### config.mk
export PLATFORM = sky130hd
export DESIGN_NAME = kmer_token_encoder
export DESIGN_NICKNAME = d
export VERILOG_FILES = /design/src/hw/rtl/kte_pkg.sv /design/src/hw/rtl/kte_controller.sv /design/src/hw/rtl/kte_datapath.sv /design/src/hw/rtl/kmer_token_encoder.sv
export SDC_FILE = /design/constraint.sdc
export NUM_CORES = 2
export LEC_CHECK = 0
export ABC_AREA = 1
export BUFFER_PORTS_ARGS = -buffer_cell sky130_fd_sc_hd__clkbuf_2
export CORE_ASPECT_RATIO = 0.6
export CORE_UTILIZATION = 55
export DETAILED_ROUTE_END_ITERATION = 10
export PLACE_DENSITY = 0.76
export SLEW_MARGIN = 20
export SYNTH_ARGS = -nofsm -noshare
export SYNTH_HDL_FRONTEND = slang
export SYNTH_SLANG_ARGS = --single-unit
export TNS_END_PERCENT = 5
### constraint.sdc
create_clock -name clk_i -period 5.4 [get_ports clk_i]
set_input_delay 0.27 -clock clk_i [delete_from_list [all_inputs] [get_ports clk_i]]
set_output_delay 0.27 -clock clk_i [all_outputs]
set_load 0.05 [all_outputs]
### src/hw/rtl/kte_pkg.sv
package kte_pkg;

  localparam int SYM_W         = 8;
  localparam int IDX_W         = 5;
  localparam int TOKEN_W       = 60;
  localparam int SIZE_W        = 6;
  localparam int KLEN_W        = 4;
  localparam int CFG_W         = 64;
  localparam int CFG_ADDR_W    = 3;
  localparam int NUM_CHAR_REGS = 4;

  typedef enum logic [CFG_ADDR_W-1:0] {
    REG_CHARS_LO   = 3'd0,
    REG_CHARS_MID  = 3'd1,
    REG_CHARS_HIGH = 3'd2,
    REG_CHARS_TOP  = 3'd3,
    REG_ALPH_SIZE  = 3'd4,
    REG_KMER_LEN   = 3'd5
  } cfg_reg_e;

  typedef enum logic [1:0] {
    ST_IDLE,
    ST_CALC,
    ST_DONE
  } kte_state_e;

  typedef struct packed {
    logic [SYM_W-1:0] symbol;
    logic             last;
  } kte_in_t;

  typedef struct packed {
    logic [TOKEN_W-1:0] token;
    logic               unknown_seen;
    logic               last_token;
  } kte_out_t;

  // Commands from the controller to the datapath.
  typedef struct packed {
    logic load_item;
    logic calc_step;
    logic load_out;
  } kte_cmd_t;

  // Status from the datapath to the controller.
  typedef struct packed {
    logic emit;
    logic last_step;
    logic out_free;
  } kte_status_t;

endpackage

### src/hw/rtl/kte_controller.sv
module kte_controller
  import kte_pkg::*;
(
  input  logic        clk_i,
  input  logic        rst_ni,
  input  logic        in_valid_i,
  input  kte_status_t status_i,
  output logic        in_stall_o,
  output kte_cmd_t    cmd_o
);

  kte_state_e state_q, state_d;

  always_ff @(posedge clk_i or negedge rst_ni) begin
    if (!rst_ni) begin
      state_q <= ST_IDLE;
    end else begin
      state_q <= state_d;
    end
  end

  always_comb begin
    state_d    = state_q;
    cmd_o      = '0;
    in_stall_o = 1'b1;
    case (state_q)
      ST_IDLE: begin
        in_stall_o = 1'b0;
        if (in_valid_i) begin
          cmd_o.load_item = 1'b1;
          if (status_i.emit) begin
            state_d = ST_CALC;
          end
        end
      end
      ST_CALC: begin
        cmd_o.calc_step = 1'b1;
        if (status_i.last_step) begin
          state_d = ST_DONE;
        end
      end
      ST_DONE: begin
        if (status_i.out_free) begin
          cmd_o.load_out = 1'b1;
          state_d        = ST_IDLE;
        end
      end
      default: begin
        state_d = ST_IDLE;
      end
    endcase
  end

endmodule

### src/hw/rtl/kte_datapath.sv
module kte_datapath
  import kte_pkg::*;
#(
  parameter int K_MAX        = 12,
  parameter int ALPHABET_MAX = 32
) (
  input  logic                  clk_i,
  input  logic                  rst_ni,
  input  logic                  cfg_we_i,
  input  logic [CFG_ADDR_W-1:0] cfg_addr_i,
  input  logic [CFG_W-1:0]      cfg_wdata_i,
  input  kte_in_t               in_i,
  input  logic                  out_stall_i,
  output logic                  out_valid_o,
  output kte_out_t              out_o,
  input  kte_cmd_t              cmd_i,
  output kte_status_t           status_o
);

  localparam int CNT_W = $clog2(K_MAX + 1);

  logic [CFG_W-1:0]  chars_q [NUM_CHAR_REGS];
  logic [SIZE_W-1:0] alph_size_q;
  logic [KLEN_W-1:0] kmer_len_q;

  logic [IDX_W-1:0]   win_idx_q [K_MAX];
  logic               win_unk_q [K_MAX];
  logic [CNT_W-1:0]   fill_q;
  logic               last_q;
  logic [TOKEN_W-1:0] acc_q;
  logic [CNT_W-1:0]   step_q;
  kte_out_t           out_q;
  logic               out_valid_q;

  // Configuration registers.
  always_ff @(posedge clk_i or negedge rst_ni) begin
    if (!rst_ni) begin
      for (int r = 0; r < NUM_CHAR_REGS; r++) begin
        chars_q[r] <= '0;
      end
      alph_size_q <= SIZE_W'(4);
      kmer_len_q  <= KLEN_W'(3);
    end else if (cfg_we_i) begin
      case (cfg_reg_e'(cfg_addr_i))
        REG_CHARS_LO:   chars_q[0]  <= cfg_wdata_i;
        REG_CHARS_MID:  chars_q[1]  <= cfg_wdata_i;
        REG_CHARS_HIGH: chars_q[2]  <= cfg_wdata_i;
        REG_CHARS_TOP:  chars_q[3]  <= cfg_wdata_i;
        REG_ALPH_SIZE:  alph_size_q <= cfg_wdata_i[SIZE_W-1:0];
        REG_KMER_LEN:   kmer_len_q  <= cfg_wdata_i[KLEN_W-1:0];
        default: begin
        end
      endcase
    end
  end

  // Effective base and window length after clamping.
  logic [SIZE_W-1:0] a_eff;
  logic [CNT_W-1:0]  k_eff;

  always_comb begin
    if (alph_size_q == '0) begin
      a_eff = SIZE_W'(1);
    end else if (int'(alph_size_q) > ALPHABET_MAX) begin
      a_eff = SIZE_W'(ALPHABET_MAX);
    end else begin
      a_eff = alph_size_q;
    end
    if (kmer_len_q == '0) begin
      k_eff = CNT_W'(1);
    end else if (int'(kmer_len_q) > K_MAX) begin
      k_eff = CNT_W'(K_MAX);
    end else begin
      k_eff = CNT_W'(kmer_len_q);
    end
  end

  // Symbol lookup: parallel compares, lowest matching index wins.
  logic [NUM_CHAR_REGS*CFG_W-1:0] all_codes;
  logic [SYM_W-1:0]               codes [ALPHABET_MAX];
  logic [IDX_W-1:0]               lk_idx;
  logic                           lk_found;

  assign all_codes = {chars_q[3], chars_q[2], chars_q[1], chars_q[0]};

  for (genvar g = 0; g < ALPHABET_MAX; g++) begin : g_codes
    assign codes[g] = all_codes[g*SYM_W +: SYM_W];
  end

  always_comb begin
    lk_idx   = '0;
    lk_found = 1'b0;
    for (int i = ALPHABET_MAX - 1; i >= 0; i--) begin
      if ((i < int'(a_eff)) && (codes[i] == in_i.symbol)) begin
        lk_idx   = IDX_W'(i);
        lk_found = 1'b1;
      end
    end
  end

  // Fill count after this item and whether it produces a token.
  logic [CNT_W-1:0] fill_inc;
  assign fill_inc = (fill_q < CNT_W'(K_MAX)) ? fill_q + 1'b1 : fill_q;

  // Horner step operand and accumulate.
  logic [IDX_W-1:0]   w_sel;
  logic [TOKEN_W-1:0] prod;
  logic               unk_any;

  always_comb begin
    w_sel   = '0;
    unk_any = 1'b0;
    for (int j = 0; j < K_MAX; j++) begin
      if (CNT_W'(j) == step_q) begin
        w_sel = win_idx_q[j];
      end
      if (j < int'(k_eff)) begin
        unk_any = unk_any | win_unk_q[j];
      end
    end
  end

  assign prod = acc_q * TOKEN_W'(a_eff);

  always_ff @(posedge clk_i or negedge rst_ni) begin
    if (!rst_ni) begin
      for (int j = 0; j < K_MAX; j++) begin
        win_idx_q[j] <= '0;
        win_unk_q[j] <= 1'b0;
      end
      fill_q <= '0;
      last_q <= 1'b0;
      step_q <= '0;
    end else if (cmd_i.load_item) begin
      last_q <= in_i.last;
      step_q <= '0;
      if (in_i.last && (fill_inc < k_eff)) begin
        // A short sequence ends here without a token.
        for (int j = 0; j < K_MAX; j++) begin
          win_idx_q[j] <= '0;
          win_unk_q[j] <= 1'b0;
        end
        fill_q <= '0;
      end else begin
        for (int j = K_MAX - 1; j > 0; j--) begin
          win_idx_q[j] <= win_idx_q[j-1];
          win_unk_q[j] <= win_unk_q[j-1];
        end
        win_idx_q[0] <= lk_idx;
        win_unk_q[0] <= ~lk_found;
        fill_q       <= fill_inc;
      end
    end else if (cmd_i.calc_step) begin
      step_q <= step_q + 1'b1;
    end else if (cmd_i.load_out && last_q) begin
      for (int j = 0; j < K_MAX; j++) begin
        win_idx_q[j] <= '0;
        win_unk_q[j] <= 1'b0;
      end
      fill_q <= '0;
    end
  end

  always_ff @(posedge clk_i) begin
    if (cmd_i.load_item) begin
      acc_q <= '0;
    end else if (cmd_i.calc_step) begin
      acc_q <= prod + TOKEN_W'(w_sel);
    end
  end

  // Output register.
  always_ff @(posedge clk_i or negedge rst_ni) begin
    if (!rst_ni) begin
      out_valid_q <= 1'b0;
    end else if (cmd_i.load_out) begin
      out_valid_q <= 1'b1;
    end else if (!out_stall_i) begin
      out_valid_q <= 1'b0;
    end
  end

  always_ff @(posedge clk_i) begin
    if (cmd_i.load_out) begin
      out_q.token        <= acc_q;
      out_q.unknown_seen <= unk_any;
      out_q.last_token   <= last_q;
    end
  end

  assign out_valid_o = out_valid_q;
  assign out_o       = out_q;

  assign status_o.emit      = fill_inc >= k_eff;
  assign status_o.last_step = step_q == (k_eff - 1'b1);
  assign status_o.out_free  = !out_valid_q || !out_stall_i;

endmodule

### src/hw/rtl/kmer_token_encoder.sv
// K-mer token encoder.
// Requests on the input channel carry one character of a sequence and a last flag;
// a request is taken at a clock edge where in_valid_i is high and in_stall_o is low.
// Each character is looked up in the configured alphabet, shifted into a window of
// the last k indices, and once k characters of the sequence have arrived the block
// emits one token request on the output channel (out_valid_o / out_stall_i).
// A character that produces no token leaves the block idle. A character that
// produces a token is taken, then runs the Horner loop (one multiply-add by the
// alphabet size per window position), then loads the output register once it is
// free, so the window length sets the rate. Reset restores alphabet size 4, window
// length 3, zero character codes and an empty window. If the receiver stalls, the
// finished token waits in the output register while the next character is accepted
// and computed; the block then holds that result internally and stalls its input
// until the output register frees up. The user must write configuration only while
// idle, through cfg_we_i / cfg_addr_i / cfg_wdata_i; the block never enforces it.
module kmer_token_encoder
  import kte_pkg::*;
#(
  parameter int K_MAX        = 12,
  parameter int ALPHABET_MAX = 32
) (
  input  logic                  clk_i,
  input  logic                  rst_ni,
  input  logic                  cfg_we_i,
  input  logic [CFG_ADDR_W-1:0] cfg_addr_i,
  input  logic [CFG_W-1:0]      cfg_wdata_i,
  input  logic                  in_valid_i,
  output logic                  in_stall_o,
  input  kte_in_t               in_i,
  output logic                  out_valid_o,
  input  logic                  out_stall_i,
  output kte_out_t              out_o
);

  kte_cmd_t    cmd;
  kte_status_t status;

  // The controller sequences accept, the Horner iterations and the output load.
  kte_controller u_ctrl (
    .clk_i      (clk_i),
    .rst_ni     (rst_ni),
    .in_valid_i (in_valid_i),
    .status_i   (status),
    .in_stall_o (in_stall_o),
    .cmd_o      (cmd)
  );

  // The datapath holds the configuration, the window, the accumulator and the
  // output register.
  kte_datapath #(
    .K_MAX        (K_MAX),
    .ALPHABET_MAX (ALPHABET_MAX)
  ) u_dp (
    .clk_i       (clk_i),
    .rst_ni      (rst_ni),
    .cfg_we_i    (cfg_we_i),
    .cfg_addr_i  (cfg_addr_i),
    .cfg_wdata_i (cfg_wdata_i),
    .in_i        (in_i),
    .out_stall_i (out_stall_i),
    .out_valid_o (out_valid_o),
    .out_o       (out_o),
    .cmd_i       (cmd),
    .status_o    (status)
  );

  // A result is never loaded over one that the receiver has not taken.
  assert property (@(posedge clk_i) disable iff (!rst_ni)
    cmd.load_out |-> status.out_free)
    else $error("output register overwritten");

  // The Horner loop stops right after its final step.
  assert property (@(posedge clk_i) disable iff (!rst_ni)
    (cmd.calc_step && status.last_step) |=> !cmd.calc_step)
    else $error("Horner loop ran past window length");

  // New characters are only taken while no computation is in flight.
  assert property (@(posedge clk_i) disable iff (!rst_ni)
    (cmd.calc_step || cmd.load_out) |-> in_stall_o)
    else $error("input accepted during computation");

  // Loading the output register always hands a valid result to the receiver.
  assert property (@(posedge clk_i) disable iff (!rst_ni)
    cmd.load_out |=> out_valid_o)
    else $error("loaded result not presented");

endmodule
==> flow_metrics.env <==
export IMPL_status="finished with violations"
export IMPL_violations="setup timing"
export IMPL_area_growth_pct=17.3
export IMPL_drive_gt1_frac=0.149
export IMPL_power_density_nw_per_um2=587
export IMPL_power_frac_comb=0.593
export IMPL_drc_errors=0
export IMPL_grt_first_pass_wirelength_um=147000
export IMPL_synth_main_ff_cell="dfrtp_1"
export IMPL_fin_nets=4669
export IMPL_setup_violations=25
export IMPL_async_flop_share=0.742
export IMPL_row_count=68
export IMPL_clk_latency_ps=630
export IMPL_leakage_nw=19.1
export IMPL_synth_most_common_cell="nand2_1"
export IMPL_final_util=0.658
export IMPL_wl_um=91400
export IMPL_grt_pass1_vias=26800
export IMPL_via_per_inst=5.53
export IMPL_syn_area_um2=32600
export IMPL_synth_area_leaders="dfrtp_1, fa_1, nand2_1, inv_1, edfxtp_1"
export IMPL_fin_total_pwr_mw=22.4
export IMPL_cp_arrival_ps=6240
export IMPL_htree_levels=2
export IMPL_gp_congestion=0.977
export IMPL_cts_tree="done"
export IMPL_fin_worst_skew_ps=21.7
export IMPL_fmax_ghz=0.176
export IMPL_sequentialPowerShare=0.244
export IMPL_synth_edf_count=62
export IMPL_num_vias=27900
export IMPL_min_path_type="in -> reg"
export IMPL_cp_slowest_cell="fa_1"
export IMPL_crit_path_max_fanout=6
export IMPL_maxSlewViolCount=0
export IMPL_antenna_found_initial=0
export IMPL_slew_headroom=0.256
export IMPL_grt_util_all_layers=0.311
export IMPL_dp_cells=4894
export IMPL_drt_antenna_violating_nets=0
export IMPL_p_int_mw=12.4
export IMPL_place_hpwl_um=66200
export IMPL_swShare=0.448
export IMPL_die_w_um=316
export IMPL_grt_ovfl_total=0
export IMPL_min_period_ps=5690
export IMPL_syn_mean_instance_area_um2=8.42
export IMPL_synth_cell_types=71
export IMPL_ys_warn_count=0
export IMPL_rsz0062_at_grt="yes"
export IMPL_root_buffer="clkbuf_16"
export IMPL_synth_top_area_share=0.267
export IMPL_critPathLaunchType="register"
export IMPL_required_ps=5950
export IMPL_worst_pin_slew_ps=1110
export IMPL_antenna_cells=0
export IMPL_p_sw_mw=10.0
export IMPL_ys_ff_latch=472
export IMPL_crit_type="reg -> reg"
export IMPL_hold_viol=0
export IMPL_cap_violations=0
export IMPL_crit_top_cell="nand2_2"
export IMPL_stdcell_count=5041
export IMPL_period_share=1.05
export IMPL_drt_pass1_iter_count=6
export IMPL_syn_nets=4306
export IMPL_finalWorstSetupSlack_ps=-295
export IMPL_end_kind="register"
export IMPL_core_um2=58000
export IMPL_clockBufferDepth=3
export IMPL_initial_core_util=0.561
export IMPL_ios=145
export IMPL_ys_seq_area_frac=0.363
export IMPL_clkTransAtPathRegs_ps=70
export IMPL_critPathMaxStageDelay_ps=580
export IMPL_netlist_instances=3869
export IMPL_fp_dieArea_um2=60200
export IMPL_routedWlPerCell_um=18.1
export IMPL_synth_common_cells="nand2_1, inv_1, o21ai_0"
export IMPL_clockPowerShare=0.164
export IMPL_numCtsBuffers=47
export IMPL_portBuffers=144
export IMPL_final_setup_tns_ps=-3090
export IMPL_cts_sinks=472
export IMPL_grt_max_degree=133
export IMPL_die_h_um=191
export IMPL_yosysTopAreaCell="dfrtp_1"
export IMPL_ir_worst_vdd_v=0.000386
export IMPL_drt_initial_drc_count=3124
-- power groups by stage --
| stage | Combinational (mW) | Sequential (mW) | Clock [mW] |
|---|---|---|---|
| 4_1_cts | 13.1 | 5.43 | 3.71 |
| 3_5_place_dp | 12.9 | 5.48 | 0 |
| 3_3_place_gp | 12.6 | 5.46 | 0 |
| 5_1_grt | 14.8 | 5.55 | 3.85 |
| 6_report | 13.3 | 5.47 | 3.67 |
| 2_1_floorplan | 7.98 | 5.42 | 0 |
-- per-stage QoR --
step	worst slack [ps]	cell area (µm²)	hold slack, ps
after floorplan	-75.4	32600	-25.6
after global placement	-234	35800	328
after detailed placement	-396	35800	328
after CTS	-247	38100	0.657
after global routing	-642	38200	36.0
final	-295	38200	22.8
-- critical path, delay by kind of cell (launching register included) --
family	cells	cell delay, ps
adder cells (fa/ha/maj)	5	2050
AND/OR/NAND/NOR	24	2030
AO/OA/AOI/OAI	6	780
flip-flops	1	420
buffers and inverters	5	370
-- cell families (layout without fill, tap and decap cells) --
| family | count (synthesis) | count (layout) | synth area share |
|---|---|---|---|
| XOR/XNOR | 233 | 233 | 0.0626 |
| buffers and inverters | 771 | 1173 | 0.0907 |
| adder cells (fa/ha/maj) | 356 | 356 | 0.188 |
| flip-flops | 472 | 472 | 0.363 |
| AO/OA/AOI/OAI | 729 | 729 | 0.130 |
| AND/OR/NAND/NOR | 1308 | 1308 | 0.166 |
-- sequential cells by signal (all words and copies together), names as in the netlist --
name and cells:
u_dp.fill_q 4, u_dp.step_q 4, u_ctrl.state_q 2, u_dp.last_q 1, u_dp.win_idx_q 60, u_dp.all_codes 256, u_dp.acc_q 60, u_dp.out_o 62
u_dp.out_valid_o 1, u_dp.alph_size_q 6, u_dp.kmer_len_q 4, u_dp.win_unk_q 12
-- cell usage in the layout (no fill, tap or decap), types with 115 or more instances in the layout --
cell      netlist  layout
dfrtp_1       347     345
xor2_1        118     118
nand2_1       884     874
clkbuf_2        0     143
nor2_1        200     194
ha_1          133     128
fa_1          223     222
o21ai_0       360     352
inv_1         608     601
a21oi_1       130     125
xnor2_1       115     115
buf_4           5     264
-- cell type report --
class                           instances  area [µm²]
Fill cell                            4789       19800
Multi-Input combinational cell       2626       18000
Sequential cell                       472       11800
Timing Repair Buffer                  470        3370
Inverter                              615        2310
Clock buffer                           65        1370
Tap cell                              770         963
Clock inverter                         23         347
-- per-layer routing --
metal  vias up  GRT usage  part of all wire
li1      13000          -                 -
met1     13500      0.497              0.47
met2      1233      0.431              0.41
met3       112     0.0651              0.10
met4         0     0.0595             0.014
met5         -          0                 0
-- repair_timing --
item                                    4_1_cts  5_1_grt
pin swaps                                    14       13
hold buffers                                 51        0
resized for setup                            24       27
endpoints found under the setup margin       33       38
hold endpoints to repair                    241        0
buffers inserted                              7        1
-- final timing paths --
kind / from / endpoint / slack (ps) / cells after the start
setup / recovery: u_dp.alph_size_q[4]$_DFFE_PN0P_ / u_dp.acc_q[59]$_SDFFE_PP0P_ / -290 / 40
hold / removal: cfg_wdata_i[46] / u_dp.all_codes[110]$_DFFE_PN0P_ / 20 / 3
setup reg to reg: u_dp.alph_size_q[4]$_DFFE_PN0P_ / u_dp.acc_q[59]$_SDFFE_PP0P_ / -290 / 40
hold reg to reg: u_dp.acc_q[3]$_SDFFE_PP0P_ / u_dp.out_o[5]$_DFFE_PP_ / 480 / 0
max in group asynchronous: rst_ni / u_dp.all_codes[162]$_DFFE_PN0P_ / 3960 / 3
min in group asynchronous: rst_ni / u_dp.all_codes[202]$_DFFE_PN0P_ / 250 / 2
(Power assumes the default switching activity.)
